## src/mlp_relu_softmax_train_defines.svh

```systemverilog
// Assertion macros for the checks in the engine top.
`ifndef MLP_RELU_SOFTMAX_TRAIN_DEFINES_SVH
`define MLP_RELU_SOFTMAX_TRAIN_DEFINES_SVH

// same-cycle implication, sampled on clk, off during reset
`define MRS_ASSERT_NOW(lbl, ante, cons, msg) \
  lbl: assert property (@(posedge clk) disable iff (!rst_n) (ante) |-> (cons)) \
    else $error(msg);

// next-cycle implication, sampled on clk, off during reset
`define MRS_ASSERT_NEXT(lbl, ante, cons, msg) \
  lbl: assert property (@(posedge clk) disable iff (!rst_n) (ante) |=> (cons)) \
    else $error(msg);

`endif

```

## src/mrs_pkg.sv

```systemverilog
// Types, codes and helper functions of the MLP engine.
package mrs_pkg;

  localparam logic [2:0] FN_WRITE    = 3'd0;
  localparam logic [2:0] FN_LOAD_IN  = 3'd1;
  localparam logic [2:0] FN_INFER    = 3'd2;
  localparam logic [2:0] FN_LOAD_TGT = 3'd3;
  localparam logic [2:0] FN_TRAIN    = 3'd4;
  localparam logic [2:0] FN_READ     = 3'd5;

  localparam int          Q_ONE     = 4096;   // 1.0 in Q4.12
  localparam logic [12:0] LR_RESET  = 13'd410; // ~0.1
  localparam int          EXP_SHIFT = 8;      // table step 1/16
  localparam longint unsigned EXP_RATIO = 64'd1008687096;

  typedef enum logic [5:0] {
    ST_IDLE, ST_DECODE, ST_RD_OUT,
    ST_H_B0, ST_H_B1, ST_H_M0, ST_H_M1, ST_H_M2, ST_H_WR,
    ST_O_B0, ST_O_B1, ST_O_M0, ST_O_M1, ST_O_M2, ST_O_WR,
    ST_MX_0, ST_MX_1, ST_MX_2, ST_MX_3,
    ST_EX_0, ST_EX_1,
    ST_DV_0, ST_DV_1, ST_DV_2, ST_DV_3,
    ST_E_0, ST_E_1, ST_E_2,
    ST_HE_0, ST_HE_M0, ST_HE_M1, ST_HE_M2, ST_HE_WR,
    ST_GO_0, ST_GO_1, ST_GO_2,
    ST_UO_M0, ST_UO_M1, ST_UO_M2, ST_UO_B0, ST_UO_B1,
    ST_GH_0, ST_GH_1, ST_GH_2,
    ST_UH_M0, ST_UH_M1, ST_UH_M2, ST_UH_B0, ST_UH_B1
  } state_t;

  typedef enum logic [2:0] {
    MUL_X_W, MUL_H_W, MUL_DIFF, MUL_OE_W, MUL_LR_OE, MUL_LR_HE, MUL_G_H, MUL_G_X
  } mul_op_t;

  typedef enum logic [1:0] {ACC_HOLD, ACC_BIAS, ACC_CLR, ACC_ADD} acc_op_t;
  typedef enum logic [2:0] {PA_ITEM, PA_WIH, PA_WHO, PA_BH, PA_BO} pm_asel_t;
  typedef enum logic [1:0] {PW_ITEM, PW_UPD, PW_BIAS} pm_wsel_t;
  typedef enum logic [1:0] {TOP_HOLD, TOP_LOAD, TOP_MAX} top_op_t;
  typedef enum logic {OS_PROB, OS_READ} out_sel_t;

  typedef struct packed {
    logic     latch;
    logic     pm_re;
    logic     pm_we;
    pm_asel_t pm_asel;
    pm_wsel_t pm_wsel;
    logic     mul_en;
    mul_op_t  mul_op;
    acc_op_t  acc_op;
    logic     g_load;
    logic     x_we;
    logic     t_we;
    logic     h_we;
    logic     lg_we;
    logic     oe_we;
    logic     he_we;
    logic     ex_we;
    logic     sum_clr;
    top_op_t  top_op;
    logic     div_start;
    logic     p_we;
    logic     out_load;
    out_sel_t out_sel;
  } cmd_t;

  typedef struct packed {
    logic addr_pm_ok;
    logic addr_x_ok;
    logic addr_t_ok;
    logic div_busy;
    logic out_free;
  } sts_t;

  function automatic logic signed [15:0] sat16(input logic signed [39:0] v);
    if (v > 40'sd32767) begin
      return 16'sh7fff;
    end else if (v < -40'sd32768) begin
      return 16'sh8000;
    end
    return v[15:0];
  endfunction

  // exp(-k/16) in Q4.12 via the fixed-point recurrence; elaboration only
  function automatic logic [15:0] exp_entry(input int k);
    longint unsigned e;
    longint unsigned r;
    e = 64'd1 << 30;
    for (int n = 0; n < k; n++) begin
      e = (e * EXP_RATIO + (64'd1 << 29)) >> 30;
    end
    r = (e + (64'd1 << 17)) >> 18;
    return r[15:0];
  endfunction

endpackage

```

## src/mrs_ctrl.sv

```systemverilog
// Sequencer of the MLP engine: decodes items and steps the MAC loops.
module mrs_ctrl #(
  parameter int IN_CNT  = 18,
  parameter int HID_CNT = 100,
  parameter int OUT_CNT = 9,
  localparam int XW = (IN_CNT > 1) ? $clog2(IN_CNT) : 1,
  localparam int HW = (HID_CNT > 1) ? $clog2(HID_CNT) : 1,
  localparam int KW = $clog2(OUT_CNT)
) (
  input  logic                clk,
  input  logic                rst_n,
  input  logic                in_valid,
  input  logic [2:0]          in_func,
  output logic                in_stall,
  input  mrs_pkg::sts_t       sts,
  output mrs_pkg::cmd_t       cmd,
  output logic [HW-1:0]       ci,
  output logic [XW-1:0]       cj,
  output logic [KW-1:0]       ck
);

  mrs_pkg::state_t state_r, state_nxt;
  logic [2:0]    func_r, func_nxt;
  logic [HW-1:0] ci_r, ci_nxt;
  logic [XW-1:0] cj_r, cj_nxt;
  logic [KW-1:0] ck_r, ck_nxt;
  logic ci_last, cj_last, ck_last;

  assign ci_last = (ci_r == HW'(HID_CNT - 1));
  assign cj_last = (cj_r == XW'(IN_CNT - 1));
  assign ck_last = (ck_r == KW'(OUT_CNT - 1));
  assign ci = ci_r;
  assign cj = cj_r;
  assign ck = ck_r;
  assign in_stall = (state_r != mrs_pkg::ST_IDLE);

  always_ff @(posedge clk) begin
    if (!rst_n) begin
      state_r <= mrs_pkg::ST_IDLE;
      func_r  <= '0;
      ci_r    <= '0;
      cj_r    <= '0;
      ck_r    <= '0;
    end else begin
      state_r <= state_nxt;
      func_r  <= func_nxt;
      ci_r    <= ci_nxt;
      cj_r    <= cj_nxt;
      ck_r    <= ck_nxt;
    end
  end

  always_comb begin
    state_nxt = state_r;
    func_nxt  = func_r;
    ci_nxt    = ci_r;
    cj_nxt    = cj_r;
    ck_nxt    = ck_r;
    cmd       = '0;
    case (state_r)
      mrs_pkg::ST_IDLE: begin
        if (in_valid) begin
          cmd.latch = 1'b1;
          func_nxt  = in_func;
          state_nxt = mrs_pkg::ST_DECODE;
        end
      end
      mrs_pkg::ST_DECODE: begin
        state_nxt = mrs_pkg::ST_IDLE;
        case (func_r)
          mrs_pkg::FN_WRITE: begin
            cmd.pm_we   = sts.addr_pm_ok;
            cmd.pm_asel = mrs_pkg::PA_ITEM;
            cmd.pm_wsel = mrs_pkg::PW_ITEM;
          end
          mrs_pkg::FN_LOAD_IN:  cmd.x_we = sts.addr_x_ok;
          mrs_pkg::FN_LOAD_TGT: cmd.t_we = sts.addr_t_ok;
          mrs_pkg::FN_READ: begin
            cmd.pm_re   = sts.addr_pm_ok;
            cmd.pm_asel = mrs_pkg::PA_ITEM;
            state_nxt   = mrs_pkg::ST_RD_OUT;
          end
          mrs_pkg::FN_INFER: begin
            ci_nxt    = '0;
            state_nxt = mrs_pkg::ST_H_B0;
          end
          mrs_pkg::FN_TRAIN: begin
            ck_nxt    = '0;
            state_nxt = mrs_pkg::ST_E_0;
          end
          default: state_nxt = mrs_pkg::ST_IDLE;
        endcase
      end
      mrs_pkg::ST_RD_OUT: begin
        if (sts.out_free) begin
          cmd.out_load = 1'b1;
          cmd.out_sel  = mrs_pkg::OS_READ;
          state_nxt    = mrs_pkg::ST_IDLE;
        end
      end
      // hidden layer
      mrs_pkg::ST_H_B0: begin
        cmd.pm_re   = 1'b1;
        cmd.pm_asel = mrs_pkg::PA_BH;
        cj_nxt      = '0;
        state_nxt   = mrs_pkg::ST_H_B1;
      end
      mrs_pkg::ST_H_B1: begin
        cmd.acc_op = mrs_pkg::ACC_BIAS;
        state_nxt  = mrs_pkg::ST_H_M0;
      end
      mrs_pkg::ST_H_M0: begin
        cmd.pm_re   = 1'b1;
        cmd.pm_asel = mrs_pkg::PA_WIH;
        state_nxt   = mrs_pkg::ST_H_M1;
      end
      mrs_pkg::ST_H_M1: begin
        cmd.mul_en = 1'b1;
        cmd.mul_op = mrs_pkg::MUL_X_W;
        state_nxt  = mrs_pkg::ST_H_M2;
      end
      mrs_pkg::ST_H_M2: begin
        cmd.acc_op = mrs_pkg::ACC_ADD;
        if (cj_last) begin
          state_nxt = mrs_pkg::ST_H_WR;
        end else begin
          cj_nxt    = cj_r + 1'b1;
          state_nxt = mrs_pkg::ST_H_M0;
        end
      end
      mrs_pkg::ST_H_WR: begin
        cmd.h_we = 1'b1;
        if (ci_last) begin
          ci_nxt    = '0;
          ck_nxt    = '0;
          state_nxt = mrs_pkg::ST_O_B0;
        end else begin
          ci_nxt    = ci_r + 1'b1;
          state_nxt = mrs_pkg::ST_H_B0;
        end
      end
      // output layer
      mrs_pkg::ST_O_B0: begin
        cmd.pm_re   = 1'b1;
        cmd.pm_asel = mrs_pkg::PA_BO;
        ci_nxt      = '0;
        state_nxt   = mrs_pkg::ST_O_B1;
      end
      mrs_pkg::ST_O_B1: begin
        cmd.acc_op = mrs_pkg::ACC_BIAS;
        state_nxt  = mrs_pkg::ST_O_M0;
      end
      mrs_pkg::ST_O_M0: begin
        cmd.pm_re   = 1'b1;
        cmd.pm_asel = mrs_pkg::PA_WHO;
        state_nxt   = mrs_pkg::ST_O_M1;
      end
      mrs_pkg::ST_O_M1: begin
        cmd.mul_en = 1'b1;
        cmd.mul_op = mrs_pkg::MUL_H_W;
        state_nxt  = mrs_pkg::ST_O_M2;
      end
      mrs_pkg::ST_O_M2: begin
        cmd.acc_op = mrs_pkg::ACC_ADD;
        if (ci_last) begin
          state_nxt = mrs_pkg::ST_O_WR;
        end else begin
          ci_nxt    = ci_r + 1'b1;
          state_nxt = mrs_pkg::ST_O_M0;
        end
      end
      mrs_pkg::ST_O_WR: begin
        cmd.lg_we = 1'b1;
        if (ck_last) begin
          ck_nxt    = '0;
          state_nxt = mrs_pkg::ST_MX_0;
        end else begin
          ck_nxt    = ck_r + 1'b1;
          state_nxt = mrs_pkg::ST_O_B0;
        end
      end
      // max of the logits
      mrs_pkg::ST_MX_0: state_nxt = mrs_pkg::ST_MX_1;
      mrs_pkg::ST_MX_1: begin
        cmd.top_op  = mrs_pkg::TOP_LOAD;
        cmd.sum_clr = 1'b1;
        ck_nxt      = ck_r + 1'b1;
        state_nxt   = mrs_pkg::ST_MX_2;
      end
      mrs_pkg::ST_MX_2: state_nxt = mrs_pkg::ST_MX_3;
      mrs_pkg::ST_MX_3: begin
        cmd.top_op = mrs_pkg::TOP_MAX;
        if (ck_last) begin
          ck_nxt    = '0;
          state_nxt = mrs_pkg::ST_EX_0;
        end else begin
          ck_nxt    = ck_r + 1'b1;
          state_nxt = mrs_pkg::ST_MX_2;
        end
      end
      // exp lookup and sum
      mrs_pkg::ST_EX_0: state_nxt = mrs_pkg::ST_EX_1;
      mrs_pkg::ST_EX_1: begin
        cmd.ex_we = 1'b1;
        if (ck_last) begin
          ck_nxt    = '0;
          state_nxt = mrs_pkg::ST_DV_0;
        end else begin
          ck_nxt    = ck_r + 1'b1;
          state_nxt = mrs_pkg::ST_EX_0;
        end
      end
      // normalize and emit
      mrs_pkg::ST_DV_0: state_nxt = mrs_pkg::ST_DV_1;
      mrs_pkg::ST_DV_1: begin
        cmd.div_start = 1'b1;
        state_nxt     = mrs_pkg::ST_DV_2;
      end
      mrs_pkg::ST_DV_2: begin
        if (!sts.div_busy) begin
          state_nxt = mrs_pkg::ST_DV_3;
        end
      end
      mrs_pkg::ST_DV_3: begin
        if (sts.out_free) begin
          cmd.out_load = 1'b1;
          cmd.out_sel  = mrs_pkg::OS_PROB;
          cmd.p_we     = 1'b1;
          if (ck_last) begin
            state_nxt = mrs_pkg::ST_IDLE;
          end else begin
            ck_nxt    = ck_r + 1'b1;
            state_nxt = mrs_pkg::ST_DV_0;
          end
        end
      end
      // output errors
      mrs_pkg::ST_E_0: state_nxt = mrs_pkg::ST_E_1;
      mrs_pkg::ST_E_1: begin
        cmd.mul_en = 1'b1;
        cmd.mul_op = mrs_pkg::MUL_DIFF;
        state_nxt  = mrs_pkg::ST_E_2;
      end
      mrs_pkg::ST_E_2: begin
        cmd.oe_we = 1'b1;
        if (ck_last) begin
          ci_nxt    = '0;
          state_nxt = mrs_pkg::ST_HE_0;
        end else begin
          ck_nxt    = ck_r + 1'b1;
          state_nxt = mrs_pkg::ST_E_0;
        end
      end
      // hidden errors, with the old output weights
      mrs_pkg::ST_HE_0: begin
        cmd.acc_op = mrs_pkg::ACC_CLR;
        ck_nxt     = '0;
        state_nxt  = mrs_pkg::ST_HE_M0;
      end
      mrs_pkg::ST_HE_M0: begin
        cmd.pm_re   = 1'b1;
        cmd.pm_asel = mrs_pkg::PA_WHO;
        state_nxt   = mrs_pkg::ST_HE_M1;
      end
      mrs_pkg::ST_HE_M1: begin
        cmd.mul_en = 1'b1;
        cmd.mul_op = mrs_pkg::MUL_OE_W;
        state_nxt  = mrs_pkg::ST_HE_M2;
      end
      mrs_pkg::ST_HE_M2: begin
        cmd.acc_op = mrs_pkg::ACC_ADD;
        if (ck_last) begin
          state_nxt = mrs_pkg::ST_HE_WR;
        end else begin
          ck_nxt    = ck_r + 1'b1;
          state_nxt = mrs_pkg::ST_HE_M0;
        end
      end
      mrs_pkg::ST_HE_WR: begin
        cmd.he_we = 1'b1;
        if (ci_last) begin
          ck_nxt    = '0;
          state_nxt = mrs_pkg::ST_GO_0;
        end else begin
          ci_nxt    = ci_r + 1'b1;
          state_nxt = mrs_pkg::ST_HE_0;
        end
      end
      // output weight and bias update
      mrs_pkg::ST_GO_0: state_nxt = mrs_pkg::ST_GO_1;
      mrs_pkg::ST_GO_1: begin
        cmd.mul_en = 1'b1;
        cmd.mul_op = mrs_pkg::MUL_LR_OE;
        state_nxt  = mrs_pkg::ST_GO_2;
      end
      mrs_pkg::ST_GO_2: begin
        cmd.g_load = 1'b1;
        ci_nxt     = '0;
        state_nxt  = mrs_pkg::ST_UO_M0;
      end
      mrs_pkg::ST_UO_M0: begin
        cmd.pm_re   = 1'b1;
        cmd.pm_asel = mrs_pkg::PA_WHO;
        state_nxt   = mrs_pkg::ST_UO_M1;
      end
      mrs_pkg::ST_UO_M1: begin
        cmd.mul_en = 1'b1;
        cmd.mul_op = mrs_pkg::MUL_G_H;
        state_nxt  = mrs_pkg::ST_UO_M2;
      end
      mrs_pkg::ST_UO_M2: begin
        cmd.pm_we   = 1'b1;
        cmd.pm_asel = mrs_pkg::PA_WHO;
        cmd.pm_wsel = mrs_pkg::PW_UPD;
        if (ci_last) begin
          state_nxt = mrs_pkg::ST_UO_B0;
        end else begin
          ci_nxt    = ci_r + 1'b1;
          state_nxt = mrs_pkg::ST_UO_M0;
        end
      end
      mrs_pkg::ST_UO_B0: begin
        cmd.pm_re   = 1'b1;
        cmd.pm_asel = mrs_pkg::PA_BO;
        state_nxt   = mrs_pkg::ST_UO_B1;
      end
      mrs_pkg::ST_UO_B1: begin
        cmd.pm_we   = 1'b1;
        cmd.pm_asel = mrs_pkg::PA_BO;
        cmd.pm_wsel = mrs_pkg::PW_BIAS;
        if (ck_last) begin
          ci_nxt    = '0;
          state_nxt = mrs_pkg::ST_GH_0;
        end else begin
          ck_nxt    = ck_r + 1'b1;
          state_nxt = mrs_pkg::ST_GO_0;
        end
      end
      // input weight and hidden bias update
      mrs_pkg::ST_GH_0: state_nxt = mrs_pkg::ST_GH_1;
      mrs_pkg::ST_GH_1: begin
        cmd.mul_en = 1'b1;
        cmd.mul_op = mrs_pkg::MUL_LR_HE;
        state_nxt  = mrs_pkg::ST_GH_2;
      end
      mrs_pkg::ST_GH_2: begin
        cmd.g_load = 1'b1;
        cj_nxt     = '0;
        state_nxt  = mrs_pkg::ST_UH_M0;
      end
      mrs_pkg::ST_UH_M0: begin
        cmd.pm_re   = 1'b1;
        cmd.pm_asel = mrs_pkg::PA_WIH;
        state_nxt   = mrs_pkg::ST_UH_M1;
      end
      mrs_pkg::ST_UH_M1: begin
        cmd.mul_en = 1'b1;
        cmd.mul_op = mrs_pkg::MUL_G_X;
        state_nxt  = mrs_pkg::ST_UH_M2;
      end
      mrs_pkg::ST_UH_M2: begin
        cmd.pm_we   = 1'b1;
        cmd.pm_asel = mrs_pkg::PA_WIH;
        cmd.pm_wsel = mrs_pkg::PW_UPD;
        if (cj_last) begin
          state_nxt = mrs_pkg::ST_UH_B0;
        end else begin
          cj_nxt    = cj_r + 1'b1;
          state_nxt = mrs_pkg::ST_UH_M0;
        end
      end
      mrs_pkg::ST_UH_B0: begin
        cmd.pm_re   = 1'b1;
        cmd.pm_asel = mrs_pkg::PA_BH;
        state_nxt   = mrs_pkg::ST_UH_B1;
      end
      mrs_pkg::ST_UH_B1: begin
        cmd.pm_we   = 1'b1;
        cmd.pm_asel = mrs_pkg::PA_BH;
        cmd.pm_wsel = mrs_pkg::PW_BIAS;
        if (ci_last) begin
          state_nxt = mrs_pkg::ST_IDLE;
        end else begin
          ci_nxt    = ci_r + 1'b1;
          state_nxt = mrs_pkg::ST_GH_0;
        end
      end
      default: state_nxt = mrs_pkg::ST_IDLE;
    endcase
  end

endmodule

```

## config.mk

```make
export PLATFORM = sky130hd
export DESIGN_NAME = mrs_ctrl
export DESIGN_NICKNAME = d
export VERILOG_FILES = /design/src/mlp_relu_softmax_train_defines.svh /design/src/mrs_pkg.sv /design/src/mrs_ctrl.sv
export SDC_FILE = /design/constraint.sdc
export NUM_CORES = 1
export LEC_CHECK = 0
export BUFFER_PORTS_ARGS = -buffer_cell sky130_fd_sc_hd__buf_4
export CELL_PAD_IN_SITES_DETAIL_PLACEMENT = 1
export CELL_PAD_IN_SITES_GLOBAL_PLACEMENT = 2
export CORE_MARGIN = 10
export CORE_UTILIZATION = 31
export DETAILED_ROUTE_END_ITERATION = 16
export PLACE_DENSITY_LB_ADDON = 0.1
export REMOVE_ABC_BUFFERS = 1
export SETUP_SLACK_MARGIN = 0.02
export SLEW_MARGIN = 10
export SYNTH_ARGS = -nofsm -noshare
export SYNTH_HDL_FRONTEND = slang
export SYNTH_SLANG_ARGS = --single-unit
export TNS_END_PERCENT = 30
```

## constraint.sdc

```tcl
create_clock -name clk -period 2.5 [get_ports clk]
set_input_delay 0.5 -clock clk [delete_from_list [all_inputs] [get_ports clk]]
set_output_delay 0.5 -clock clk [all_outputs]
set_load 0.02 [all_outputs]
```

Yosys cells after proc, flatten, opt, wreduce, memory -nomap -nowiden
Index checks and enable logic that the tools add are counted.
{"block": "classes", "n_addsub": 3, "mul": 0, "n_div": 0, "magnitude_cmp": 0, "eq_ne": 66, "shift": 0, "muxes": 59, "n_bitwise": 0, "n_reduce_logical": 30}
{"cell": "one-hot mux 6 bit (49 select lines)", "count": 1}
{"cell": "equality test 6 bit (second input constant)", "count": 17}
{"cell": "equality test 6 x 5 -> 1 bit (second input constant)", "count": 16}
{"cell": "equality test 6 x 4 -> 1 bit (second input constant)", "count": 8}
{"cell": "two-way mux 6 bit", "count": 7}
{"cell": "one-hot mux 7 bit (5 select lines)", "count": 1}
{"cell": "two-way mux 4 bit", "count": 8}
{"cell": "one-hot mux 4 bit (8 select lines)", "count": 1}
{"cell": "two-way mux 7 bit", "count": 4}
{"cell": "one-hot mux 4 bit (7 select lines)", "count": 1}
{"cell": "equality test 6 x 3 -> 1 bit (second input constant)", "count": 4}
{"cell": "OR reduction 2 bit", "count": 9}
{"cell": "OR reduction 3 bit", "count": 6}
{"cell": "two-way mux 1 bit", "count": 15}
{"cell": "two-way mux 3 bit", "count": 5}
{"cell": "one-hot mux 5 bit (3 select lines)", "count": 1}
{"cell": "equality test 6 x 2 -> 1 bit (second input constant)", "count": 2}
{"cell": "inequality test 2 bit (second input constant)", "count": 6}
{"cell": "one-hot mux 2 bit (2 select lines)", "count": 3}
{"cell": "one-hot mux 3 bit (4 select lines)", "count": 1}
{"cell": "AND reduction 4 bit", "count": 3}
{"cell": "OR reduction 4 bit", "count": 3}
{"cell": "two-way mux 2 bit", "count": 5}
{"cell": "two-way mux 5 bit", "count": 2}
{"cell": "other kinds (22)", "count": 29}
{"block": "totals", "ff_bits": 25, "latchBits": 0, "ramBits": 0, "mem_bits_ro": 0, "inputBits": 11, "out_inout_bits": 46, "n_memories": 0}

Logic depth before layout (Yosys ltp)
{"block": "logic_depth", "word_depth": 4, "mapped_depth": 10, "mapped_depth_nobuf": 8}

Worst setup path before layout
No wires, ideal clock.
{"block": "synth_timing", "kind": "register to output", "from": "register state_r[3]", "to": "output cmd[23] in the netlist's numbering", "t_arrival_ns": 2.006, "required_ns": 2.000, "path_slack_ns": -0.006, "path_stages_with_launch": 10, "n_path_buf": 4, "path_cell_list": "dfxtp_1 buf_4 buf_2 buf_2 clkbuf_1 and2_1 nand2_1 nor2_1 a21oi_1 o21ai_0"}
{"item": "from (decl)", "line_no": "mrs_ctrl.sv:22", "text": "mrs_pkg::state_t state_r, state_nxt;"}
{"item": "from (signal assigned)", "line_no": "mrs_ctrl.sv:39", "text": "state_r <= mrs_pkg::ST_IDLE;"}
{"item": "from (signal assigned)", "line_no": "mrs_ctrl.sv:45", "text": "state_r <= state_nxt;"}
{"item": "to (decl)", "line_no": "mrs_ctrl.sv:16", "text": "output mrs_pkg::cmd_t cmd,"}

==> results.py <==
metrics = {
    "cells_and_area": {
        "n_fill_cell": 1144,
        "final_cells": 590,
        "syn_to_final_growth_pct": 30.6,
        "regArea_um2": 512,
        "diodes": 0,
        "drive_above_1_share_pct": 28.4,
        "nets": 499,
        "multi_input_area_mm2": 0.00217,
    },
    "clock_network": {
        "cts-root-buf": "clkbuf_8",
        "cts_tree": "built",
        "htreeDepth": 1,
        "cts.sinks": 25,
        "insertion_delay_ps": 280,
        "clkTransAtPathRegs_ps": 100,
        "cts_hold_buf": 0,
        "cts_buffers": 3,
        "post-cts-setup-buffers": 0,
        "ctsLongestPathBuffers": 2,
    },
    "detailed_routing": {
        "ant_nets": 0,
        "wire_per_inst_um": 22.1,
        "viasPerCell": 5.92,
        "firstDrtPassIters": 5,
        "dr.first_iter.drc_count": 250,
        "wl_um": 13100,
        "vias": 3491,
        "drc": 0,
    },
    "min_path": {
        "min_from": "in_func[2]",
        "min_to": "func_r[2]",
        "hold_depth": 3,
        "hold_path_class": "in -> reg",
    },
    "grt": {
        "grt_pass1_vias": 3596,
        "antenna_found_initial": 0,
        "grtUsageTotal_pct": 19.2,
        "grt_max_degree": 35,
        "grt_overflow_total": 0,
        "grt_pass1_wl_um": 20600,
    },
    "critical_path": {
        "rr_worst_depth": 7,
        "end_kind": "output pin",
        "start_kind": "flop",
        "reg2reg_slack_ps": 120,
        "critical_path_required_ps": 2000,
        "critPathArrivalTime_ps": 1970,
        "crit_type": "reg -> out",
        "timing.rr.start": "ci[3]",
        "critPathMaxFanout": 19,
        "r2r_end": "state_r[4]",
    },
    "run": {
        "cap_violations": 0,
    },
    "sta": {
        "timing.final.crit_share_pct": 98.9,
        "setup_violations": 0,
        "hold_viol": 0,
        "fmax_ghz": 0.404,
        "fin_skew_ps": 12.0,
        "rsz0062_at_grt": "true",
        "slew_headroom_pct": 52.3,
        "slew_violations": 0,
        "fin_crit_ps": 2470,
        "worst_pin_slew_ps": 698,
    },
    "synth": {
        "yosysWarnings": 0,
        "ys_top_cells_by_area": "dfxtp_1 18%, nor2_1 6.5%, nand2_1 4.2%",
        "synthArstFlopShare_pct": 0,
        "ys.flop_type": "dfxtp_1",
        "synth_top_area_share_pct": 17.6,
        "ys_types": 78,
        "synth_cells": 409,
        "yosysSeqAreaShare_pct": 17.6,
        "yosysTopAreaCell": "dfxtp_1",
        "synth_area_per_cell_um2": 6.96,
        "ys_ff_latch": 25,
        "syn-cell-area_mm2": 0.00285,
        "synth_edf_count": 0,
    },
    "status": {
        "status": "finished clean",
    },
    "floorplanning": {
        "placementRows": 34,
        "die_h_um": 116,
        "die_w_um": 116,
        "die-area_mm2": 0.0134,
        "start_util_pct": 32.2,
        "ioPinCount": 57,
        "core_mm2": 0.00885,
    },
    "power": {
        "p_leak_uw": 0.00155,
        "peakVddDrop_mv": 0.217,
        "total_power_uw": 1260,
        "powerDensity_mw_per_mm2": 340,
    },
    "placement": {
        "place_inst": 586,
        "dp_hpwl_um": 10200,
        "place_congestion": 0.894,
        "portBuffers": 56,
    },
}
## kinds of logic (layout without fill, tap and decap cells)
logic type / after synthesis / after routing / share of synthesized area (%)
AND/OR/NAND/NOR: 200 / 200 / 37.3
multiplexers: 6 / 6 / 2.11
AO/OA/AOI/OAI: 121 / 121 / 30.7
flip-flops: 25 / 25 / 17.6
buffers and inverters: 45 / 118 / 7.96
XOR/XNOR: 7 / 7 / 2.15
adder cells (fa/ha/maj): 5 / 5 / 2.20
## registers in the layout, summed over array words and instances, names as in the netlist
name,flops
func_r,3
cj,5
ck,4
ci,7
state_r,6
## worst max-delay path, stage by stage (launching register included)
cell and delay (ps):
dfxtp_2 400, buf_4 230, or3_4 450, nor3_1 220
buf_4 160, a211o_1 90, buf_4 130
## layout make-up
type,instances,area share (%)
Clock buffer,4,1.21
Inverter,10,1.01
Multi-Input combinational cell,339,58.4
Sequential cell,25,13.8
Tap cell,108,3.63
Timing Repair Buffer,104,22.0
## layer usage
metal	global-route usage [%]	up-vias	wire, um
li1	-	1654	-
met1	26.1	1688	6070
met2	30.7	129	5900
met3	4.08	20	895
met4	3.42	0	187
met5	0	-	0
## cell usage in the layout, fill, tap and decap left out, drive strengths merged, types with 4 or more instances in the layout
master  Yosys  layout
and2        5       5
a31oi       9       9
nand2      33      33
nand4       6       6
and3        9       9
nor3       14      14
mux2i       6       6
inv        10      10
a22oi       7       7
nand3      20      20
nand2b     11      11
dfxtp      25      25
nor2b      15      15
buf        21     104
clkbuf     14       4
a22o        4       4
or3         6       6
a211oi      4       4
xor2        6       6
nor4        7       7
or2         6       6
o32ai       4       4
nor2       50      50
a21oi      23      23
a21o        4       4
o21ai      27      27
ha          5       5
## cells in the mapped netlist (all sizes together), types with 3 or more instances
library cell,instances
a211oi,4
a21o,4
a21oi,23
a22o,4
a22oi,7
a31oi,9
and2,5
and3,9
buf,21
clkbuf,14
dfxtp,25
ha,5
inv,10
mux2i,6
nand2,33
nand2b,11
nand3,20
nand3b,3
nand4,6
nor2,50
nor2b,15
nor3,14
nor3b,3
nor4,7
o211ai,3
o21a,3
o21ai,27
o21bai,3
o221ai,3
o22ai,3
o32ai,4
or2,6
or3,6
or3b,3
xor2,6
## per-stage QoR
stage | area, um2 | utilization (%) | setup slack (ps) | hold slack [ps] | TNS (ps)
5_1_grt | 3720 | 42.0 | -17.7 | 461 | -17.7
3_5_place_dp | 3610 | 40.8 | 173 | 520 | 0
3_3_place_gp | 3610 | 40.8 | 166 | 492 | 0
2_1_floorplan | 2660 | - | -214 | 504 | -1630
6_report | 3720 | 42.0 | 27.4 | 444 | 0
4_1_cts | 3680 | 41.5 | 3.28 | 447 | 0
## report_power, final
| group | internal, uW | switching, uW | leakage (uW) |
|---|---|---|---|
| logic | 225 | 336 | 0.00133 |
| registers | 414 | 28.6 | 0.000205 |
| clock network | 115 | 146 | 0.0000228 |
## repair_timing
item | 4_1_cts | 5_1_grt
setup endpoints to repair | 7 | 9
gates resized for setup | 9 | 13
pin swaps | 0 | 1
## worst max-delay path by stage
stage               startpoint  endpoint  slack (ps)  depth (start not counted)
finish              state_r[0]   cmd[26]          30                          6
global route        state_r[0]   cmd[26]         -20                          6
CTS                 state_r[4]   cmd[26]           3                          7
floorplan           state_r[3]   cmd[26]        -210                          4
global placement    state_r[4]   cmd[27]         170                          7
detailed placement  state_r[0]     cj[3]         170                          7
Power figures use the tool's default switching activity.
